### src/hdl/dfs_pkg.sv
// Shared types and constants for the depth-first path finder.
// No dependencies; imported by every module of the block.
package dfs_pkg;

   localparam int MAX_VERTICES = 16;
   localparam int VERT_W       = $clog2(MAX_VERTICES + 1);
   localparam int IDX_W        = $clog2(MAX_VERTICES);
   localparam int CFG_W        = 5;
   localparam int CSR_IDX_W    = 2;
   localparam int KIND_W       = 2;

   localparam logic [CSR_IDX_W-1:0] CSR_VERTEX_COUNT  = 2'd0;
   localparam logic [CSR_IDX_W-1:0] CSR_START_VERTEX  = 2'd1;
   localparam logic [CSR_IDX_W-1:0] CSR_TARGET_VERTEX = 2'd2;

   localparam logic [VERT_W-1:0] VCOUNT_RESET = VERT_W'(MAX_VERTICES);
   localparam logic [VERT_W-1:0] START_RESET  = VERT_W'(1);
   localparam logic [VERT_W-1:0] TARGET_RESET = VERT_W'(1);

   typedef enum logic [KIND_W-1:0] {
      KIND_VISIT   = 2'd0,
      KIND_PATH    = 2'd1,
      KIND_UNREACH = 2'd2
   } kind_type;

   typedef enum logic [1:0] {
      SRC_NONE,
      SRC_START,
      SRC_FOUND,
      SRC_CUR
   } src_type;

   typedef enum logic [2:0] {
      ST_LOAD,
      ST_START,
      ST_SEARCH,
      ST_TAIL,
      ST_PATH
   } state_type;

   typedef struct packed {
      logic     store_row;
      logic     init_walk;
      logic     push;
      logic     pop;
      logic     cur_target;
      logic     emit;
      src_type  src;
      kind_type kind;
      logic     last;
   } dfs_cmd_type;

   typedef struct packed {
      logic row_last;
      logic start_ok;
      logic found;
      logic cur_is_start;
      logic target_ok;
      logic can_emit;
   } dfs_stat_type;

endpackage

### src/hdl/dfs_ctrl.sv
// Walk sequencer: loads rows, then steps the search, path trace and result beats.
// Depends on dfs_pkg; drives dfs_datapath through dfs_cmd_type.
module dfs_ctrl
   import dfs_pkg::*;
(
   input  logic         clock,
   input  logic         reset,
   input  logic         req_valid,
   output logic         req_stall,
   input  dfs_stat_type stat,
   output dfs_cmd_type  cmd
);

   state_type state_ff;
   state_type state_in;

   always_ff @(posedge clock) begin
      if (reset) begin
         state_ff <= ST_LOAD;
      end else begin
         state_ff <= state_in;
      end
   end

   always_comb begin
      state_in       = state_ff;
      cmd.store_row  = 1'b0;
      cmd.init_walk  = 1'b0;
      cmd.push       = 1'b0;
      cmd.pop        = 1'b0;
      cmd.cur_target = 1'b0;
      cmd.emit       = 1'b0;
      cmd.src        = SRC_NONE;
      cmd.kind       = KIND_VISIT;
      cmd.last       = 1'b0;
      req_stall      = 1'b1;
      case (state_ff)
         ST_LOAD: begin
            req_stall     = 1'b0;
            cmd.store_row = req_valid;
            if (req_valid && stat.row_last) begin
               state_in = ST_START;
            end
         end
         ST_START: begin
            if (!stat.start_ok) begin
               cmd.init_walk = 1'b1;
               state_in      = ST_TAIL;
            end else if (stat.can_emit) begin
               cmd.init_walk = 1'b1;
               cmd.emit      = 1'b1;
               cmd.src       = SRC_START;
               cmd.kind      = KIND_VISIT;
               state_in      = ST_SEARCH;
            end
         end
         ST_SEARCH: begin
            if (stat.found) begin
               if (stat.can_emit) begin
                  cmd.push = 1'b1;
                  cmd.emit = 1'b1;
                  cmd.src  = SRC_FOUND;
                  cmd.kind = KIND_VISIT;
               end
            end else if (stat.cur_is_start) begin
               state_in = ST_TAIL;
            end else begin
               cmd.pop = 1'b1;
            end
         end
         ST_TAIL: begin
            if (stat.target_ok) begin
               cmd.cur_target = 1'b1;
               state_in       = ST_PATH;
            end else if (stat.can_emit) begin
               cmd.emit = 1'b1;
               cmd.src  = SRC_NONE;
               cmd.kind = KIND_UNREACH;
               cmd.last = 1'b1;
               state_in = ST_LOAD;
            end
         end
         ST_PATH: begin
            if (stat.can_emit) begin
               cmd.emit = 1'b1;
               cmd.src  = SRC_CUR;
               cmd.kind = KIND_PATH;
               cmd.last = stat.cur_is_start;
               if (stat.cur_is_start) begin
                  state_in = ST_LOAD;
               end else begin
                  cmd.pop = 1'b1;
               end
            end
         end
         default: begin
            state_in = ST_LOAD;
         end
      endcase
   end

endmodule

### src/hdl/dfs_datapath.sv
// Graph store, config registers, visited/parent state, neighbour search and result register.
// Depends on dfs_pkg; steered by dfs_ctrl via dfs_cmd_type.
module dfs_datapath
   import dfs_pkg::*;
(
   input  logic                    clock,
   input  logic                    reset,
   input  logic [MAX_VERTICES-1:0] req_adjacency_row,
   input  logic                    csr_write_en,
   input  logic [CSR_IDX_W-1:0]    csr_index,
   input  logic [CFG_W-1:0]        csr_data,
   input  logic                    rsp_stall,
   output logic                    rsp_valid,
   output logic [KIND_W-1:0]       rsp_kind,
   output logic [VERT_W-1:0]       rsp_vertex,
   output logic [VERT_W-1:0]       rsp_from_vertex,
   output logic                    rsp_last,
   input  dfs_cmd_type             cmd,
   output dfs_stat_type            stat
);

   logic [VERT_W-1:0]       vcount_ff;
   logic [VERT_W-1:0]       start_ff;
   logic [VERT_W-1:0]       target_ff;
   logic [MAX_VERTICES-1:0] adj_ff [MAX_VERTICES];
   logic [VERT_W-1:0]       row_cnt_ff;
   logic [VERT_W-1:0]       row_cnt_in;
   logic [MAX_VERTICES-1:0] visited_ff;
   logic [VERT_W-1:0]       parent_ff [MAX_VERTICES];
   logic [VERT_W-1:0]       cur_ff;
   logic [VERT_W-1:0]       cur_in;

   logic                    rsp_valid_ff;
   logic [KIND_W-1:0]       rsp_kind_ff;
   logic [VERT_W-1:0]       rsp_vertex_ff;
   logic [VERT_W-1:0]       rsp_from_ff;
   logic                    rsp_last_ff;

   logic [VERT_W-1:0]       n_eff;
   logic [VERT_W-1:0]       row_next;
   logic [IDX_W-1:0]        cur_idx;
   logic [IDX_W-1:0]        start_idx;
   logic [IDX_W-1:0]        target_idx;
   logic [MAX_VERTICES-1:0] nbr;
   logic [MAX_VERTICES-1:0] cand;
   logic                    found;
   logic [IDX_W-1:0]        found_idx;
   logic [VERT_W-1:0]       found_vertex;
   logic [VERT_W-1:0]       out_vertex;
   logic [VERT_W-1:0]       out_from;

   // Config registers
   always_ff @(posedge clock) begin
      if (reset) begin
         vcount_ff <= VCOUNT_RESET;
         start_ff  <= START_RESET;
         target_ff <= TARGET_RESET;
      end else if (csr_write_en) begin
         case (csr_index)
            CSR_VERTEX_COUNT:  vcount_ff <= VERT_W'(csr_data);
            CSR_START_VERTEX:  start_ff  <= VERT_W'(csr_data);
            CSR_TARGET_VERTEX: target_ff <= VERT_W'(csr_data);
            default: ;
         endcase
      end
   end

   always_comb begin
      if (vcount_ff == '0) begin
         n_eff = VERT_W'(1);
      end else if (vcount_ff > VERT_W'(MAX_VERTICES)) begin
         n_eff = VERT_W'(MAX_VERTICES);
      end else begin
         n_eff = vcount_ff;
      end
   end

   // Row loading
   assign row_next = row_cnt_ff + VERT_W'(1);

   always_comb begin
      row_cnt_in = row_cnt_ff;
      if (cmd.store_row) begin
         row_cnt_in = (row_next >= n_eff) ? '0 : row_next;
      end
   end

   always_ff @(posedge clock) begin
      if (reset) begin
         row_cnt_ff <= '0;
         for (int i = 0; i < MAX_VERTICES; i++) begin
            adj_ff[i] <= '0;
         end
      end else begin
         row_cnt_ff <= row_cnt_in;
         if (cmd.store_row) begin
            adj_ff[row_cnt_ff[IDX_W-1:0]] <= req_adjacency_row;
         end
      end
   end

   // Neighbour search: lower triangle mirrored, lowest unvisited vertex in use
   assign cur_idx    = IDX_W'(cur_ff - VERT_W'(1));
   assign start_idx  = IDX_W'(start_ff - VERT_W'(1));
   assign target_idx = IDX_W'(target_ff - VERT_W'(1));

   always_comb begin
      for (int j = 0; j < MAX_VERTICES; j++) begin
         if (IDX_W'(j) <= cur_idx) begin
            nbr[j] = adj_ff[cur_idx][j];
         end else begin
            nbr[j] = adj_ff[j][cur_idx];
         end
         cand[j] = nbr[j] && !visited_ff[j] && (VERT_W'(j) < n_eff);
      end
   end

   always_comb begin
      found     = 1'b0;
      found_idx = '0;
      for (int j = MAX_VERTICES - 1; j >= 0; j--) begin
         if (cand[j]) begin
            found     = 1'b1;
            found_idx = IDX_W'(j);
         end
      end
   end

   assign found_vertex = VERT_W'(found_idx) + VERT_W'(1);

   // Walk state
   always_comb begin
      cur_in = cur_ff;
      if (cmd.init_walk) begin
         cur_in = start_ff;
      end else if (cmd.push) begin
         cur_in = found_vertex;
      end else if (cmd.pop) begin
         cur_in = parent_ff[cur_idx];
      end else if (cmd.cur_target) begin
         cur_in = target_ff;
      end
   end

   always_ff @(posedge clock) begin
      cur_ff <= cur_in;
      if (cmd.push) begin
         parent_ff[found_idx] <= cur_ff;
      end
   end

   always_ff @(posedge clock) begin
      if (reset) begin
         visited_ff <= '0;
      end else if (cmd.init_walk) begin
         visited_ff <= stat.start_ok ? (MAX_VERTICES'(1) << start_idx) : '0;
      end else if (cmd.push) begin
         visited_ff[found_idx] <= 1'b1;
      end
   end

   // Result register
   always_comb begin
      case (cmd.src)
         SRC_START: begin
            out_vertex = start_ff;
            out_from   = '0;
         end
         SRC_FOUND: begin
            out_vertex = found_vertex;
            out_from   = cur_ff;
         end
         SRC_CUR: begin
            out_vertex = cur_ff;
            out_from   = '0;
         end
         default: begin
            out_vertex = '0;
            out_from   = '0;
         end
      endcase
   end

   always_ff @(posedge clock) begin
      if (reset) begin
         rsp_valid_ff <= 1'b0;
      end else if (cmd.emit) begin
         rsp_valid_ff <= 1'b1;
      end else if (!rsp_stall) begin
         rsp_valid_ff <= 1'b0;
      end
   end

   always_ff @(posedge clock) begin
      if (cmd.emit) begin
         rsp_kind_ff   <= cmd.kind;
         rsp_vertex_ff <= out_vertex;
         rsp_from_ff   <= out_from;
         rsp_last_ff   <= cmd.last;
      end
   end

   assign rsp_valid       = rsp_valid_ff;
   assign rsp_kind        = rsp_kind_ff;
   assign rsp_vertex      = rsp_vertex_ff;
   assign rsp_from_vertex = rsp_from_ff;
   assign rsp_last        = rsp_last_ff;

   // Status
   assign stat.row_last     = row_next >= n_eff;
   assign stat.start_ok     = (start_ff != '0) && (start_ff <= n_eff);
   assign stat.found        = found;
   assign stat.cur_is_start = cur_ff == start_ff;
   assign stat.target_ok    = (target_ff != '0) && (target_ff <= n_eff)
                              && visited_ff[target_idx];
   assign stat.can_emit     = !rsp_valid_ff || !rsp_stall;

endmodule

### src/hdl/dfs_path_finder_top.sv
// Channel  | Ports                                   | Beat taken when
// req      | req_valid, req_stall, req_adjacency_row | req_valid && !req_stall
// rsp      | rsp_valid, rsp_stall, rsp_kind, ...      | rsp_valid && !rsp_stall
// csr      | csr_write_en, csr_index, csr_data       | csr_write_en
//
// Rows are taken one a cycle; the last row of a graph starts the walk and req_stall
// stays high until its last beat is in the result register.
// Walk: send the start; push to the lowest unvisited neighbour (a visit beat) or pop
// to the parent until the start has none; check the target; send an unreachable beat
// or the path from target to start. Beats wait while the result register is stalled.
// Reset is synchronous; graph store, visited marks and config return to defaults.
// Depends on dfs_pkg, dfs_ctrl and dfs_datapath.
module dfs_path_finder_top
   import dfs_pkg::*;
(
   input  logic                    clock,
   input  logic                    reset,
   input  logic                    req_valid,
   output logic                    req_stall,
   input  logic [MAX_VERTICES-1:0] req_adjacency_row,
   output logic                    rsp_valid,
   input  logic                    rsp_stall,
   output logic [KIND_W-1:0]       rsp_kind,
   output logic [VERT_W-1:0]       rsp_vertex,
   output logic [VERT_W-1:0]       rsp_from_vertex,
   output logic                    rsp_last,
   input  logic                    csr_write_en,
   input  logic [CSR_IDX_W-1:0]    csr_index,
   input  logic [CFG_W-1:0]        csr_data
);

   dfs_cmd_type  cmd;
   dfs_stat_type stat;

   dfs_ctrl u_ctrl (
      .clock     (clock),
      .reset     (reset),
      .req_valid (req_valid),
      .req_stall (req_stall),
      .stat      (stat),
      .cmd       (cmd)
   );

   dfs_datapath u_datapath (
      .clock             (clock),
      .reset             (reset),
      .req_adjacency_row (req_adjacency_row),
      .csr_write_en      (csr_write_en),
      .csr_index         (csr_index),
      .csr_data          (csr_data),
      .rsp_stall         (rsp_stall),
      .rsp_valid         (rsp_valid),
      .rsp_kind          (rsp_kind),
      .rsp_vertex        (rsp_vertex),
      .rsp_from_vertex   (rsp_from_vertex),
      .rsp_last          (rsp_last),
      .cmd               (cmd),
      .stat              (stat)
   );

   a_emit_room: assert property (@(posedge clock) disable iff (reset)
      cmd.emit |-> stat.can_emit)
      else $error("result written over a stalled beat");

   a_push_found: assert property (@(posedge clock) disable iff (reset)
      cmd.push |-> stat.found)
      else $error("push without a candidate neighbour");

   a_cmd_exclusive: assert property (@(posedge clock) disable iff (reset)
      $onehot0({cmd.store_row, cmd.init_walk, cmd.push, cmd.pop, cmd.cur_target}))
      else $error("conflicting datapath commands");

   a_load_quiet: assert property (@(posedge clock) disable iff (reset)
      !req_stall |-> !cmd.emit)
      else $error("result beat while loading rows");

endmodule
### config.mk
export PLATFORM = sky130hd
export DESIGN_NAME = dfs_path_finder_top
export DESIGN_NICKNAME = d
export VERILOG_FILES = /design/src/hdl/dfs_pkg.sv /design/src/hdl/dfs_ctrl.sv /design/src/hdl/dfs_datapath.sv /design/src/hdl/dfs_path_finder_top.sv
export SDC_FILE = /design/constraint.sdc
export NUM_CORES = 1
export LEC_CHECK = 0
export BUFFER_PORTS_ARGS = -buffer_cell sky130_fd_sc_hd__buf_2
export CELL_PAD_IN_SITES_DETAIL_PLACEMENT = 0
export CELL_PAD_IN_SITES_GLOBAL_PLACEMENT = 1
export CORE_MARGIN = 5
export CORE_UTILIZATION = 55
export CTS_CLUSTER_DIAMETER = 120
export DETAILED_ROUTE_END_ITERATION = 10
export GPL_ROUTABILITY_DRIVEN = 0
export GPL_TIMING_DRIVEN = 0
export PLACE_DENSITY = 0.92
export SETUP_SLACK_MARGIN = 0.2
export SLEW_MARGIN = 30
export SYNTH_ARGS = -nofsm -noshare
export SYNTH_HDL_FRONTEND = slang
export SYNTH_SLANG_ARGS = --single-unit
### constraint.sdc
create_clock -name clock -period 10.05 [get_ports clock]
set_input_delay 0.5025 -clock clock [delete_from_list [all_inputs] [get_ports clock]]
set_output_delay 0.5025 -clock clock [all_outputs]
set_load 0.1 [all_outputs]
==> flow_summary.toml, run 1 <==
[outcome]
status = "finished, final reports clean"

[finish]
drive_above_1_share_pct = 18.3
n_antenna_cell = 0
layout.nets = 1396
final-seq-area_um2 = 8370
n_fill_cell = 2271
multi_input_area_um2 = 6840
area_growth_pct = 11.0
fin_area_um2 = 17500

[cts]
numCtsBuffers = 34
cts_root_buf = "clkbuf_16"
cts_resized = 0
numClockSinks = 292
post_cts_buffers = 0
htreeDepth = 2
clk_latency_ns = 0.52
clk_path_buf_depth = 3
cts.clk_slew.worst_paths_ns = 0.06
cts_tree = "built"
hold_buffers = 0

[global_routing]
antenna_found_initial = 0
grt_pass1_wl_mm = 66.5
overflow = 0
grt_usage_pct = 27.4
grt_pass1_vias = 10900
grt_max_degree = 24

[flow_run]
max_cap_viol_count = 0

[min_path]
worstHoldStart = "csr_data[4]"
hold_class = "in2reg"

[die]
rows = 62
die_h_um = 179
chipWidth_um = 179
start_util_pct = 55.3
io_pins = 43
core_um2 = 28500
die-area_um2 = 32200

[yosys]
ys_types = 90
async_reset_ff_share_pct = 0
yosysMostFrequentCell = "edfxtp_1"
synth-edff-count = 252
syn-num-nets = 1319
synth_area_leaders = "edfxtp_1 48%, mux4_2 11%, and2_1 6.5%"
syn_inst = 1263
ys_ff_latch = 292
synth_warnings = 0
yosysSeqAreaShare_pct = 53.0
ys_top_cells_by_count = "252 x edfxtp_1, 165 x and2_1, 77 x nor2_1"
synth_area_leader_cell = "edfxtp_1"
syn_avg_cell_area_um2 = 12.5
syn_area_um2 = 15800
yosys_most_used_dff = "edfxtp_1"
synth.top_cell.area_share_pct = 48.0

[drt]
drc_errors = 0
drt_iter0_drc = 1642
totalWireLength_mm = 43.5
firstDrtPassIters = 6
routedWlPerCell_um = 24.9
vias = 11200
ant_nets = 0
post_drt_via_cell_ratio = 6.41

[timing]
rsz0062_at_grt = "false"
min_period_over_period_pct = 65.8
fmax_mhz = 151
fin_skew_ns = 0.0229
setup_viol = 0
final.setup.tns_ns = 0
slew_headroom_pct = 36.0
drv_slew = 0
finalCriticalPeriod_ns = 6.62
tightest_slew_ns = 0.953
hold_viol = 0

[pwr]
power_frac_seq_pct = 46.9
internal-power_w = 0.00216
power_w = 0.00293
powerDensity_nw_per_um2 = 167
clkPwrFrac_pct = 39.5
power_frac_comb_pct = 13.7
peakVddDrop_uv = 146
p_switching_w = 0.000767
swShare_pct = 26.2
p_leak_nw = 6.43

[worst_setup_path]
crit_start = "u_datapath.cur_ff[0]$_DFFE_PP_"
cp_max_fo = 18
crit-reg2reg-launch = "u_datapath.cur_ff[0]$_DFFE_PP_"
crit_type = "reg2reg"
cp.arrival_ns = 6.74
cp-end-kind = "flop"
cp-start-kind = "flop"
required_ns = 10.17

[place]
place_hpwl_mm = 31.6
place_area_um2 = 16500
port-buffer-count = 41
## registers in the layout, indices dropped and copies added (netlist names)
signal and flops:
u_datapath.adj_ff 154, u_ctrl.state_ff 3, u_datapath.start_ff 5, u_datapath.target_ff 5, u_datapath.rsp_kind 2, u_datapath.parent_ff 80
u_datapath.rsp_valid 1, u_datapath.rsp_last 1, u_datapath.vcount_ff 5, u_datapath.visited_ff 16, u_datapath.row_cnt_ff 5, u_datapath.rsp_vertex 5
u_datapath.rsp_from_vertex 5, u_datapath.cur_ff 5
## worst paths after layout
check	slack [ns]	end	cells past startpoint
worst min-delay path	0.27	u_datapath.vcount_ff[4]$_SDFFE_PP1P_	2
worst max register to register	3.43	u_datapath.parent_ff[4][0]$_DFFE_PP_	19
worst min register to register	0.48	u_datapath.row_cnt_ff[4]$_SDFFE_PP0P_	2
worst max-delay path	3.43	u_datapath.parent_ff[4][0]$_DFFE_PP_	19
## power groups by stage
stage	Sequential, W	Combinational, W	Clock (W)
final	0.00137	0.000400	0.00116
after global routing	0.00138	0.000422	0.00121
after global placement	0.00140	0.000383	0
after detailed placement	0.00140	0.000387	0
after floorplan	0.00140	0.000258	0
after CTS	0.00137	0.000390	0.00117
## per-layer routing
layer	vias up	track usage [%]	wire, µm
met5	-	0	0
met4	0	9.52	1770
met3	167	4.28	4220
met2	690	45.9	20900
met1	5448	36.9	16600
li1	4906	-	-
## through the flow
step / hold WS [ns] / utilization [%] / cells / worst slack [ns]
detailed placement: 0.467 / 57.7 / 1688 / 3.66
CTS: 0.271 / 61.3 / 1748 / 3.58
global placement: 0.455 / 57.7 / 1688 / 3.79
finish: 0.266 / 61.4 / 1748 / 3.43
global route: 0.290 / 61.4 / 1748 / 3.22
floorplan: 0.444 / - / 1263 / 5.19
## worst max-delay path, cell delays in order (launching register included)
cell and delay [ns]:
edfxtp_1 0.76, buf_6 0.25, buf_6 0.21, inv_1 0.09, clkbuf_1 0.31, ha_1 0.39
buf_2 0.20, buf_4 0.28, buf_2 0.37, buf_2 0.41, mux4_2 0.31, nor2_1 0.05
o21ai_0 0.26, nand4_1 0.23, nor2b_1 0.19, or4_1 0.55, nand3_1 0.19, ha_1 0.36
nand2_1 0.11, nor3_1 0.68
## placed cells by master (no fill, tap or decap), types with 18 or more instances in the layout
cell       netlist  layout
ha_1            28      28
buf_2           21      62
nor3_1          30      30
clkbuf_1        63      70
dfxtp_1         40      40
or2_2           18      18
and3_1          21      21
nand3_1         26      26
nor2_1          77      77
inv_1           25      25
mux2i_1         50      50
nand2_1         63      63
a21oi_1         47      47
mux4_2          75      75
and2_1         165     165
clkbuf_16        0      35
edfxtp_1       252     252
## cell families (layout without fill, tap and decap cells)
family / Yosys count / count (layout) / synth area share, %
AO/OA/AOI/OAI: 186 / 186 / 8.54
adder cells (fa/ha/maj): 28 / 28 / 2.22
buffers and inverters: 128 / 229 / 3.66
flip-flops: 292 / 292 / 53.0
XOR/XNOR: 13 / 13 / 0.769
multiplexers: 138 / 138 / 14.8
AND/OR/NAND/NOR: 478 / 478 / 17.0
## cell type report
cell class | instances | share of cell area (%)
inverters | 26 | 0.557
flip-flops and latches | 292 | 47.8
multi-input cells | 843 | 39.1
clock buffers | 43 | 5.23
clock inverters | 17 | 0.714
repair buffers | 41 | 1.17
plain buffers | 102 | 2.74
well taps | 384 | 2.74
Power figures use the tool's default switching activity.
==> inputs of run 2 (changes only) <==
- ABC_AREA: not set -> 1
- CORE_UTILIZATION: 55 -> 48
- PLACE_DENSITY: 0.92 -> 0.87
- clock period: 10.05 -> 6.13 ns (I/O delays scaled with it)
==> flow_summary.toml, run 2 <==
[yosys]
ys_types = 54
yosysSeqAreaShare_pct = 54.2
ys_top_cells_by_count = "315 x nand2_1, 302 x nor2_1, 255 x edfxtp_1"
synth_warnings = 0
syn-num-nets = 1820
yosysMostFrequentCell = "nand2_1"
synth_area_leaders = "edfxtp_1 49%, nand2_1 7.6%, nor2_1 7.3%"
syn_area_um2 = 15600
ys_ff_latch = 295
synth_area_leader_cell = "edfxtp_1"
synth-edff-count = 255
synth.top_cell.area_share_pct = 49.1
yosys_most_used_dff = "edfxtp_1"
syn_inst = 1764
async_reset_ff_share_pct = 0
syn_avg_cell_area_um2 = 8.85

[cts]
numCtsBuffers = 30
hold_buffers = 0
htreeDepth = 1
cts_tree = "built"
cts.clk_slew.worst_paths_ns = 0.06
clk_path_buf_depth = 3
numClockSinks = 295
clk_latency_ns = 0.56
cts_root_buf = "clkbuf_16"

[die]
start_util_pct = 48.3
die-area_um2 = 36200
die_h_um = 190
io_pins = 43
chipWidth_um = 190
rows = 66
core_um2 = 32300

[timing]
finalCriticalPeriod_ns = 5.71
tightest_slew_ns = 0.941
min_period_over_period_pct = 93.2
hold_viol = 0
fmax_mhz = 175
setup_viol = 0
drv_slew = 0
setup_slack_ns = 0.419
final.setup.tns_ns = 0
rsz0062_at_grt = "true"
slew_headroom_pct = 37.2
fin_skew_ns = 0.0248

[finish]
drive_above_1_share_pct = 10.6
area_growth_pct = 11.6
n_antenna_cell = 0
fin_util_pct = 53.9
regMostFlops = "u_datapath.adj_ff"
final_cell_mix = "315 x nand2_1, 302 x nor2_1, 255 x edfxtp_1, 152 x inv_1, 111 x o21ai_0"
layout.nets = 1893
final_common_cell = "nand2_1"
top_regs = "u_datapath.adj_ff (157), u_datapath.parent_ff (80), u_datapath.visited_ff (16)"
largest_reg_flops = 157

[pwr]
power_w = 0.00929
peakVddDrop_uv = 334
p_leak_nw = 7.05
powerDensity_nw_per_um2 = 533

[place]
port-buffer-count = 41
pre_cts_ws_ns = 0.390
place_hpwl_mm = 37.1

[worst_setup_path]
cp.arrival_ns = 5.89
crit_type = "reg2reg"
slowest_delay_ns = 0.71
rr_endpoint = "u_datapath.parent_ff[12][0]$_DFFE_PP_"
required_ns = 6.31
crit_slowest_cell = "nor3_1"
rrSetupSlack_ns = 0.42
crit-reg2reg-launch = "u_datapath.cur_ff[0]$_DFFE_PP_"
cp_max_fo = 18
crit_top_cell = "nand2_1"
cp-start-kind = "flop"
ff2ff_path_depth = 29
cp-end-kind = "flop"

[min_path]
hold_class = "in2reg"
hold_end = "u_datapath.vcount_ff[4]$_SDFFE_PP1P_"
worstHoldStart = "csr_data[4]"
hold_depth = 3

[drt]
drc_errors = 0
vias = 13400
totalWireLength_mm = 51.0
firstDrtPassIters = 9
post_drt_via_cell_ratio = 5.83
ant_nets = 0
wl_met2_mm = 22.3
routedWlPerCell_um = 22.2
wl_met3_mm = 5.71
drt_iter0_drc = 1728
dr.max_layer_used = "met4"
wl_met1_mm = 20.7

[global_routing]
grt_usage_pct = 27.7
antenna_found_initial = 1
overflow = 0
grt_max_degree = 23
grt_pass1_vias = 12900
grt_pass1_wl_mm = 76.9

[flow_run]
max_cap_viol_count = 0

[outcome]
status = "finished, final reports clean"
run 2: cell count changes after synthesis, moves of 30 or more:
cell / previous run / this run
a21oi_1: 47 / 100
and2_1: 165 / 0
inv_1: 25 / 152
mux2i_1: 50 / 20
mux4_2: 75 / 0
nand2_1: 63 / 315
nand3_1: 26 / 63
nor2_1: 77 / 302
o21ai_0: 15 / 111
o21ai_1: 10 / 40
run 2: critical path: cells and delay by family, from the launching register on:
kind | cells | cell delay [ns]
buffers and inverters | 8 | 2.07
DFF | 1 | 0.67
adders and majority gates | 2 | 0.49
and+or+nand+nor | 19 | 2.10
run 2: kinds of logic (layout without fill, tap and decap cells):
logic type | count (synthesis) | count (layout) | synth area share (%)
simple gates | 783 | 783 | 21.3
compound gates | 361 | 361 | 13.3
flops | 295 | 295 | 54.2
buf+inv | 270 | 366 | 7.34
fa+ha+maj | 28 | 28 | 2.24
mux | 20 | 20 | 1.28
xor+xnor | 7 | 7 | 0.393
run 2: worst max path at each step:
stage,startpoint,end,cells after the start
finish,u_datapath.cur_ff[0]$_DFFE_PP_,u_datapath.parent_ff[12][0]$_DFFE_PP_,29
global route,u_datapath.cur_ff[0]$_DFFE_PP_,u_datapath.parent_ff[0][0]$_DFFE_PP_,29
CTS,u_datapath.cur_ff[0]$_DFFE_PP_,u_datapath.parent_ff[11][0]$_DFFE_PP_,30
detailed placement,u_datapath.cur_ff[0]$_DFFE_PP_,u_datapath.parent_ff[11][2]$_DFFE_PP_,26
global placement,u_datapath.cur_ff[0]$_DFFE_PP_,u_datapath.parent_ff[11][2]$_DFFE_PP_,26
floorplan,u_datapath.cur_ff[0]$_DFFE_PP_,u_datapath.parent_ff[11][0]$_DFFE_PP_,30
run 2: where the power goes:
group          switching [W]  internal, W  leakage, nW
registers           0.000151      0.00244         2.84
logic                0.00358      0.00126         3.73
clock network       0.000777      0.00109        0.475
total                0.00450      0.00479         7.05
run 2: through the flow:
stage / cells / instance area (µm²) / hold slack, ns
CTS: 2302 / 17400 / 0.000163
floorplan: 1764 / 15600 / 0.437
global route: 2302 / 17400 / 0.00550
finish: 2302 / 17400 / 0.0212
detailed placement: 2247 / 16400 / 0.475
global placement: 2247 / 16400 / 0.465
run 2: routing by layer:
layer | up-vias | global-route usage [%]
met5 | - | 0
met4 | 0 | 10.4
met3 | 181 | 5.82
met2 | 859 | 42.4
met1 | 6242 | 39.1
li1 | 6139 | -
run 2: final cells by class:
type                       count  area [µm²]
clock inverter                18         198
inverter                     170         641
sequential                   295        8460
clock buffer                  37         798
buffer                       100         512
tap                          442         553
fill                        2930       14900
multi-input combinational   1199        6050
timing repair buffer          41         205
run 2: timing repair:
action                                  in CTS  in global routing
endpoints found under the hold margin        0                  0
gates resized for setup                      0                 11
setup buffers                                0                  0
endpoints found under the setup margin       0                 45
